`config.mk`:
```
export PLATFORM = sky130hd
export DESIGN_NAME = spd_ctrl
export DESIGN_NICKNAME = d
export VERILOG_FILES = /design/src/spd_pkg.sv /design/src/spd_ctrl.sv
export SDC_FILE = /design/constraint.sdc
export NUM_CORES = 1
export LEC_CHECK = 0
export ABC_AREA = 1
export ABC_CLOCK_PERIOD_IN_PS = 12800
export CORE_ASPECT_RATIO = 1.25
export CORE_UTILIZATION = 55
export CTS_CLUSTER_SIZE = 20
export DETAILED_ROUTE_END_ITERATION = 10
export DONT_BUFFER_PORTS = 1
export PLACE_DENSITY = 0.81
export SLEW_MARGIN = 5
export SYNTH_ARGS = -nofsm -noshare
export SYNTH_HDL_FRONTEND = slang
export SYNTH_SLANG_ARGS = --single-unit
```
`constraint.sdc`:
```
create_clock -name clk -period 12.8 [get_ports clk]
set_input_delay 2.56 -clock clk [delete_from_list [all_inputs] [get_ports clk]]
set_output_delay 2.56 -clock clk [all_outputs]
set_load 0.05 [all_outputs]
```
`src/spd_pkg.sv`:
```
// ---------------------------------------------------------------------------
// spd_pkg
// Shared types, request and status codes of the slotted page directory.
// ---------------------------------------------------------------------------
package spd_pkg;

  // default page geometry
  localparam int PAGE_BYTES_DEF   = 8192;
  localparam int HEADER_BYTES_DEF = 40;
  localparam int ENTRY_BYTES_DEF  = 8;
  localparam int MAX_SLOTS_DEF    = 256;

  // byte pointer width covers the largest page, slot counts reach 256
  localparam int PTR_W = 15;
  localparam int CNT_W = 9;

  // compaction rule thresholds
  localparam int NEAR_FULL_BYTES = 100;
  localparam int WASTE_PERCENT   = 50;

  // request codes
  localparam logic [2:0] REQ_INSERT  = 3'd0;
  localparam logic [2:0] REQ_DELETE  = 3'd1;
  localparam logic [2:0] REQ_UPDATE  = 3'd2;
  localparam logic [2:0] REQ_FORWARD = 3'd3;
  localparam logic [2:0] REQ_FOLLOW  = 3'd4;
  localparam logic [2:0] REQ_COMPACT = 3'd5;
  localparam logic [2:0] REQ_QUERY   = 3'd6;

  // status codes
  localparam logic [2:0] STAT_OK        = 3'd0;
  localparam logic [2:0] STAT_NO_SPACE  = 3'd1;
  localparam logic [2:0] STAT_ZERO_SIZE = 3'd2;
  localparam logic [2:0] STAT_BAD_SLOT  = 3'd3;
  localparam logic [2:0] STAT_NOT_VALID = 3'd4;
  localparam logic [2:0] STAT_FORWARDED = 3'd5;
  localparam logic [2:0] STAT_TOO_LARGE = 3'd6;
  localparam logic [2:0] STAT_CHAIN     = 3'd7;

  // one directory entry, 53 bits
  typedef struct packed {
    logic [13:0] off;
    logic [12:0] len;
    logic        live;
    logic        fwd;
    logic [15:0] npage;
    logic [7:0]  nslot;
  } entry_t;

  // directory memory access for one cycle
  typedef struct packed {
    logic       we;
    logic [7:0] waddr;
    entry_t     wdata;
    logic [7:0] raddr;
  } mem_req_t;

endpackage

```
`src/spd_ctrl.sv`:
```
// ---------------------------------------------------------------------------
// spd_ctrl
// Request sequencer: scans, read-modify-write of entries, chain walks and
// the page bookkeeping registers.
// ---------------------------------------------------------------------------
module spd_ctrl #(
  parameter int PAGE_BYTES   = spd_pkg::PAGE_BYTES_DEF,
  parameter int HEADER_BYTES = spd_pkg::HEADER_BYTES_DEF,
  parameter int ENTRY_BYTES  = spd_pkg::ENTRY_BYTES_DEF,
  parameter int MAX_SLOTS    = spd_pkg::MAX_SLOTS_DEF
) (
  input  logic              clk,
  input  logic              rst,
  input  logic              in_valid,
  output logic              in_ready,
  input  logic [2:0]        req_type,
  input  logic [7:0]        slot,
  input  logic [12:0]       size,
  input  logic [15:0]       target_page,
  input  logic [7:0]        target_slot,
  input  logic [15:0]       own_page_id,
  input  logic [7:0]        hop_limit,
  output spd_pkg::mem_req_t mreq,
  input  spd_pkg::entry_t   rdata,
  output logic              out_valid,
  input  logic              out_ready,
  output logic [2:0]        status,
  output logic [7:0]        slot_out,
  output logic [15:0]       page_out,
  output logic [12:0]       offset_out,
  output logic [12:0]       length_out,
  output logic              valid_out,
  output logic              forwarded_out,
  output logic [13:0]       free_bytes,
  output logic              needs_compaction
);

  localparam int PW = spd_pkg::PTR_W;
  localparam int CW = spd_pkg::CNT_W;
  localparam logic [PW-1:0] HDR  = PW'(HEADER_BYTES);
  localparam logic [PW-1:0] PAGE = PW'(PAGE_BYTES);
  localparam logic [PW-1:0] ENT  = PW'(ENTRY_BYTES);
  localparam logic [CW-1:0] MAXS = CW'(MAX_SLOTS);
  localparam logic [PW:0]   NEAR = (PW+1)'(spd_pkg::NEAR_FULL_BYTES);

  localparam logic [3:0] ST_IDLE = 4'd0;
  localparam logic [3:0] ST_DISP = 4'd1;
  localparam logic [3:0] ST_SCAN = 4'd2;
  localparam logic [3:0] ST_INS  = 4'd3;
  localparam logic [3:0] ST_READ = 4'd4;
  localparam logic [3:0] ST_OP   = 4'd5;
  localparam logic [3:0] ST_FRD  = 4'd6;
  localparam logic [3:0] ST_FCHK = 4'd7;
  localparam logic [3:0] ST_FIN  = 4'd8;

  logic [3:0]    state;
  // latched request
  logic [2:0]    req_r;
  logic [7:0]    slot_r;
  logic [12:0]   size_r;
  logic [15:0]   tpage_r;
  logic [7:0]    tslot_r;
  // page bookkeeping
  logic [PW-1:0] data_end;
  logic [PW-1:0] dir_start;
  logic [CW-1:0] slots_used;
  logic [CW-1:0] deleted;
  logic [PW-1:0] wasted;
  // scan and walk working registers
  logic [CW-1:0] cnt;
  logic          chk;
  logic [7:0]    chk_idx;
  logic [PW-1:0] pos;
  logic          reuse;
  logic [7:0]    pick;
  logic [12:0]   old_len;
  logic [7:0]    hop;
  logic [15:0]   wpage;
  logic [7:0]    wcur;
  // result under construction
  logic [2:0]    r_status;
  logic [7:0]    r_slot;
  logic [15:0]   r_page;
  spd_pkg::entry_t r_ent;

  logic [PW-1:0] free_now;
  logic          flag;
  logic [PW-1:0] need;
  logic          ins_ok;
  spd_pkg::entry_t ins_ent;
  spd_pkg::entry_t op_ent;
  logic [2:0]    op_st;
  logic          fin_go;

  assign in_ready = (state == ST_IDLE);
  assign fin_go   = !out_valid || out_ready;

  // free space and compaction rule; waste*100/used >= 50 is 2*waste >= used
  always_comb begin
    logic [PW-1:0] used;
    logic [PW:0]   sum;
    free_now = (dir_start >= data_end) ? (dir_start - data_end) : '0;
    used     = (data_end >= HDR) ? (data_end - HDR) : '0;
    sum      = {1'b0, free_now} + {1'b0, wasted};
    flag     = 1'b0;
    if (deleted != '0) begin
      if (used != '0 && ({1'b0, wasted} * (PW+1)'(100 / spd_pkg::WASTE_PERCENT))
          >= {1'b0, used})
        flag = 1'b1;
      if ({deleted, 1'b0} >= {1'b0, slots_used})
        flag = 1'b1;
      if ({1'b0, free_now} < NEAR && sum >= NEAR)
        flag = 1'b1;
    end
  end

  // insert check and new entry
  always_comb begin
    need = reuse ? PW'(size_r) : (PW'(size_r) + ENT);
    ins_ok = !(!reuse && slots_used >= MAXS) && (free_now >= need);
    ins_ent = '0;
    ins_ent.off  = data_end[13:0];
    ins_ent.len  = size_r;
    ins_ent.live = 1'b1;
  end

  // modify step for delete, update, forward and query
  always_comb begin
    op_ent = rdata;
    op_st  = spd_pkg::STAT_OK;
    case (req_r)
      spd_pkg::REQ_DELETE: begin
        if (rdata.live) op_ent.live = 1'b0;
        else op_st = spd_pkg::STAT_NOT_VALID;
      end
      spd_pkg::REQ_UPDATE: begin
        if (!rdata.live) op_st = spd_pkg::STAT_NOT_VALID;
        else if (rdata.fwd) op_st = spd_pkg::STAT_FORWARDED;
        else if (size_r > rdata.len) op_st = spd_pkg::STAT_TOO_LARGE;
        else op_ent.len = size_r;
      end
      spd_pkg::REQ_FORWARD: begin
        if (rdata.live) begin
          op_ent.len   = '0;
          op_ent.npage = tpage_r;
          op_ent.nslot = tslot_r;
          op_ent.fwd   = 1'b1;
        end else begin
          op_st = spd_pkg::STAT_NOT_VALID;
        end
      end
      default: ;
    endcase
  end

  // memory access of the current step
  always_comb begin
    mreq = '0;
    case (state)
      ST_SCAN: begin
        mreq.raddr = cnt[7:0];
        if (req_r == spd_pkg::REQ_COMPACT && chk) begin
          mreq.we    = 1'b1;
          mreq.waddr = chk_idx;
          if (rdata.live) begin
            mreq.wdata     = rdata;
            mreq.wdata.off = pos[13:0];
          end
        end
      end
      ST_READ: mreq.raddr = slot_r;
      ST_OP: begin
        mreq.we    = 1'b1;
        mreq.waddr = slot_r;
        mreq.wdata = op_ent;
      end
      ST_INS: begin
        mreq.we    = ins_ok;
        mreq.waddr = pick;
        mreq.wdata = ins_ent;
      end
      ST_FRD: mreq.raddr = wcur;
      default: ;
    endcase
  end

  // result valid: set when a result is loaded, cleared on its transfer
  always_ff @(posedge clk) begin
    if (rst) begin
      out_valid <= 1'b0;
    end else if (state == ST_FIN && fin_go) begin
      out_valid <= 1'b1;
    end else if (out_ready) begin
      out_valid <= 1'b0;
    end
  end

  // sequencer
  always_ff @(posedge clk) begin
    if (rst) begin
      state      <= ST_IDLE;
      data_end   <= HDR;
      dir_start  <= PAGE;
      slots_used <= '0;
      deleted    <= '0;
      wasted     <= '0;
      chk        <= 1'b0;
    end else begin
      case (state)
        ST_IDLE: begin
          if (in_valid) begin
            req_r    <= req_type;
            slot_r   <= slot;
            size_r   <= size;
            tpage_r  <= target_page;
            tslot_r  <= target_slot;
            r_status <= spd_pkg::STAT_OK;
            r_slot   <= '0;
            r_page   <= '0;
            r_ent    <= '0;
            state    <= ST_DISP;
          end
        end
        ST_DISP: begin
          cnt   <= '0;
          chk   <= 1'b0;
          pos   <= HDR;
          reuse <= 1'b0;
          state <= ST_FIN;
          case (req_r)
            spd_pkg::REQ_INSERT: begin
              if (size_r == '0) r_status <= spd_pkg::STAT_ZERO_SIZE;
              else state <= ST_SCAN;
            end
            spd_pkg::REQ_COMPACT: begin
              if (deleted != '0) begin
                if (slots_used <= deleted) begin
                  // every slot deleted: page back to its reset layout
                  slots_used <= '0;
                  data_end   <= HDR;
                  dir_start  <= PAGE;
                  deleted    <= '0;
                  wasted     <= '0;
                end else begin
                  state <= ST_SCAN;
                end
              end
            end
            spd_pkg::REQ_DELETE, spd_pkg::REQ_UPDATE, spd_pkg::REQ_FORWARD,
            spd_pkg::REQ_QUERY, spd_pkg::REQ_FOLLOW: begin
              if (req_r == spd_pkg::REQ_UPDATE && size_r == '0)
                r_status <= spd_pkg::STAT_ZERO_SIZE;
              else if ({1'b0, slot_r} >= slots_used)
                r_status <= spd_pkg::STAT_BAD_SLOT;
              else if (req_r == spd_pkg::REQ_FOLLOW) begin
                hop   <= '0;
                wpage <= own_page_id;
                wcur  <= slot_r;
                state <= ST_FRD;
              end else
                state <= ST_READ;
            end
            default: ;
          endcase
        end
        // one read issued and the previous entry checked every cycle
        ST_SCAN: begin
          chk <= 1'b0;
          if (req_r == spd_pkg::REQ_INSERT && chk && !rdata.live) begin
            reuse   <= 1'b1;
            pick    <= chk_idx;
            old_len <= rdata.len;
            state   <= ST_INS;
          end else begin
            if (req_r == spd_pkg::REQ_COMPACT && chk && rdata.live)
              pos <= pos + PW'(rdata.len);
            if (cnt < slots_used) begin
              chk     <= 1'b1;
              chk_idx <= cnt[7:0];
              cnt     <= cnt + 1'b1;
            end else if (!chk) begin
              if (req_r == spd_pkg::REQ_INSERT) begin
                pick  <= slots_used[7:0];
                state <= ST_INS;
              end else begin
                data_end <= pos;
                deleted  <= '0;
                wasted   <= '0;
                state    <= ST_FIN;
              end
            end
          end
        end
        ST_INS: begin
          if (!ins_ok) begin
            r_status <= spd_pkg::STAT_NO_SPACE;
          end else begin
            if (reuse) begin
              if (deleted != '0) deleted <= deleted - 1'b1;
              wasted <= (wasted >= PW'(old_len)) ? (wasted - PW'(old_len)) : '0;
            end else begin
              slots_used <= slots_used + 1'b1;
              dir_start  <= dir_start - ENT;
            end
            data_end <= data_end + PW'(size_r);
            r_slot   <= pick;
            r_ent    <= ins_ent;
          end
          state <= ST_FIN;
        end
        ST_READ: state <= ST_OP;
        ST_OP: begin
          r_status <= op_st;
          r_ent    <= op_ent;
          if (op_st == spd_pkg::STAT_OK) begin
            if (req_r == spd_pkg::REQ_DELETE) begin
              deleted <= deleted + 1'b1;
              wasted  <= wasted + PW'(rdata.len);
            end
            if (req_r == spd_pkg::REQ_FORWARD)
              wasted <= wasted + PW'(rdata.len);
            if (req_r == spd_pkg::REQ_QUERY && rdata.fwd) begin
              r_slot <= rdata.nslot;
              r_page <= rdata.npage;
            end
          end
          state <= ST_FIN;
        end
        // chain walk: leave the page, stop, or read the next hop
        ST_FRD: begin
          if (wpage != own_page_id) begin
            r_slot <= wcur;
            r_page <= wpage;
            state  <= ST_FIN;
          end else if ({1'b0, wcur} >= slots_used) begin
            r_status <= spd_pkg::STAT_CHAIN;
            state    <= ST_FIN;
          end else begin
            state <= ST_FCHK;
          end
        end
        ST_FCHK: begin
          if (hop == '0) r_ent <= rdata;
          state <= ST_FIN;
          if (!rdata.live) begin
            r_status <= spd_pkg::STAT_CHAIN;
          end else if (!rdata.fwd) begin
            r_slot <= wcur;
            r_page <= wpage;
          end else if (hop >= hop_limit) begin
            r_status <= spd_pkg::STAT_CHAIN;
          end else begin
            wpage <= rdata.npage;
            wcur  <= rdata.nslot;
            hop   <= hop + 1'b1;
            state <= ST_FRD;
          end
        end
        ST_FIN: begin
          if (fin_go) begin
            status           <= r_status;
            slot_out         <= r_slot;
            page_out         <= r_page;
            offset_out       <= r_ent.off[12:0];
            length_out       <= r_ent.len;
            valid_out        <= r_ent.live;
            forwarded_out    <= r_ent.fwd;
            free_bytes       <= free_now[13:0];
            needs_compaction <= flag;
            state            <= ST_IDLE;
          end
        end
        default: state <= ST_IDLE;
      endcase
    end
  end

endmodule

```
==> impl_metrics.tcl <==
set metrics [dict create \
    status "completed" \
    crit_fanout 14 \
    start_kind "input pin" \
    cp.required_ns 10.24 \
    final.period_utilization 0.639 \
    yosysUniqueCellTypes 61 \
    nets 2942 \
    synth-async-reset-ratio 0 \
    layout_common_cells "nand2_1 (528), inv_1 (344), nor2_1 (271)" \
    synthFlopType "edfxtp_1" \
    r2r-end "dir_start[4]" \
    htreeDepth 2 \
    coreArea_um2 38200 \
    syn_avg_cell_area_um2 8.16 \
    cpPeakStageDelay_ns 0.72 \
    seq_area_frac_synth 0.425 \
    total_power_mw 3.62 \
    worst_path_max_delay_cell "o21ai_1" \
    fin_area_um2 23200 \
    worstMarginPinSlew_ns 1.32 \
    grt_pass1_wl_um 103000 \
    drc 0 \
    skew_ns 0.0348 \
    grt_pass1_vias 18700 \
    layout-area-overhead-vs-synth_pct 8.48 \
    hold_path.startpoint "r_ent[41]" \
    preCtsSetupSlack_ns 4.82 \
    clkTransAtPathRegs_ns 0.06 \
    ctsHoldBuffers 0 \
    grt_antenna_before_repair 3 \
    rsz0062_at_grt "no" \
    hold_path_depth 0 \
    grt_max_degree 59 \
    cts_tree "built" \
    syn_nets 2938 \
    yosys_warnings 0 \
    placed_cells 3080 \
    grt_usage 0.342 \
    cts.sinks 325 \
    ant_nets 0 \
    ir_drop_v 0.000123 \
    clock_latency_ns 0.58 \
    hp-class "reg -> reg" \
    cp-end-kind "output pin" \
    firstDrtPassIters 6 \
    maxSlewHeadroom 0.112 \
    vias_per_cell 6.12 \
    num_vias 19300 \
    io_pins 271 \
    crit_top_cell "nand2_1" \
    cts_made_buffers 36 \
    worst_r2r_path_depth 26 \
    cap_violations 0 \
    start_util 0.559 \
    drive_gt1_frac 0.0513 \
    timing.rr.start "data_end[3]" \
    path_class "in -> out" \
    max_clock_freq_mhz 122 \
    regToRegSetupSlack_ns 8.08 \
    cts_root_buffer "clkbuf_16" \
    port_buffers 0 \
    wirelength_um 68000 \
    postCtsResizedCells 0 \
    holdPathEnd "offset_out[2]" \
    setup_slack_ns 4.63 \
    fillCellCount 3373 \
    die_w_um 178 \
    p_per_area_nw_per_um2 156 \
    timing_hold_violations_final 0 \
    critPathArrivalTime_ns 5.61 \
    first_iter_violations 1527 \
    fp-row-count 80 \
    final.min_clock_period_ns 8.17 \
    slew_viol_final 0 \
    post_dp_cell_area_um2 22000 \
    place.detailed.hpwl_um 51000 \
    die_y_um 222 \
    synth_enable_flop_cells 259 \
    route.detailed.wl_per_inst_um 21.6 \
    synth_cells 2622 \
    dieArea_um2 39700 \
    worstPathCellList "inv_1 > ha_1 > nand2_1 > o21ai_0 > nand2_1 > a21oi_1 > o21bai_1 > nand2_1 > nand2_1 > nand2_1 > nand2_1 > nand2_1 > inv_1 > nor2_1 > o21ai_0 > a22oi_1 > o21ai_1" \
    final_cells 3148 \
    final_common_cell "nand2_1" \
    grt-ovfl-total 0 \
    ys_ff_latch 325 \
    synth_area_um2 21400 \
    cellLeakagePower_nw 10.1 \
    cts_setup_buffers 0 \
    cts_max_path_buffers 3 \
    gp_congestion 0.994 \
    fin_tns_setup_ns 0 \
    setup_viol 0 \
]
[how the worst max path moves through the flow]
stage                         start            end  depth (start not counted)
after floorplan                 rst  forwarded_out                          2
after global placement    rdata[27]       mreq[34]                         17
after detailed placement  rdata[27]       mreq[44]                         17
after CTS                 rdata[27]       mreq[44]                         17
after global routing      rdata[27]       mreq[34]                         17
final                     rdata[27]       mreq[35]                         17
[report_power, final]
group / internal [mW] / leakage (nW) / switching, mW
Clock: 0.577 / 0.565 / 0.468
Sequential: 1.24 / 2.93 / 0.109
Combinational: 0.405 / 6.61 / 0.825
Total: 2.22 / 10.1 / 1.40
[cell usage after synthesis (4+ instances only)]
library cell  count  area [um2]
a21oi_1         196         981
xnor2_1          22         193
o21ai_0         222        1110
o21ai_1           9        45.0
nor3b_1           4        30.0
edfxtp_1        259        7780
nor2_1          272        1020
a21boi_0          4        30.0
nor2_2            5        31.3
clkbuf_1         46         173
ha_1            181        2260
or2_2             4        25.0
o21bai_1         10        75.1
nand4_1          28         175
a31oi_1          11        68.8
xor2_1           45         394
a21o_1            4        30.0
nand3_1         135         676
buf_2            10        50.1
a211oi_1          5        37.5
o221ai_1         29         254
o21a_1           11        82.6
o22ai_1          18         113
fa_1              6         120
inv_2            10        37.5
buf_1             8        30.0
nand2_1         528        1980
o311ai_0          4        35.0
dfxtp_1          66        1320
inv_1           345        1290
a221oi_1          4        35.0
a21oi_2           4        35.0
o211ai_1         17         128
nor4_1           12        75.1
a22oi_1          11        82.6
nor3_1           33         165
o31ai_1           4        30.0
[state kept, by name, indices dropped and copies added, names as in the netlist, 9 cells and up]
| signal | cells |
|---|---|
| r_ent | 28 |
| page_out | 16 |
| r_page | 16 |
| tpage_r | 16 |
| wpage | 16 |
| data_end | 15 |
| pos | 15 |
| wasted | 15 |
| free_bytes | 14 |
| length_out | 13 |
| offset_out | 13 |
| old_len | 13 |
| size_r | 13 |
| dir_start | 12 |
| cnt | 9 |
| deleted | 9 |
| slots_used | 9 |
[stage by stage]
step	utilization	hold WS, ns
2_1_floorplan	-	0.400
3_3_place_gp	0.576	0.400
3_5_place_dp	0.576	0.405
4_1_cts	0.607	0.411
5_1_grt	0.607	0.416
6_report	0.607	0.399
[cell type report]
type,count,area (um2),area share
well taps,492,616,0.0265
diodes,3,7.51,0.000324
multi-input cells,1870,10700,0.461
clock buffers,43,937,0.0404
clock inverters,22,236,0.0102
inverters,358,1350,0.0581
repair buffers,35,263,0.0113
flip-flops and latches,325,9100,0.392
[worst max-delay path, delay by kind of cell]
family	cells	cell delay (ns)
fa+ha+maj	1	0.28
simple gates	8	0.78
compound gates	6	1.27
buf+inv	2	0.69
[logic make-up (layout without fill, tap and decap cells)]
kind of cell,after synthesis,after routing,synth area share
compound gates,576,576,0.154
xor+xnor,67,67,0.0274
fa+ha+maj,187,187,0.112
buf+inv,427,458,0.0772
flops,325,325,0.425
other cells,0,3,0
simple gates,1040,1040,0.204
[per-layer routing]
metal	vias to the layer above	track usage	share of wire
met1	8977	0.385	0.36
met5	-	0	0.00016
met3	320	0.0698	0.079
li1	9008	-	-
met4	2	0.253	0.083
met2	967	0.569	0.48
Note: power is estimated with default switching activity, not from simulation.
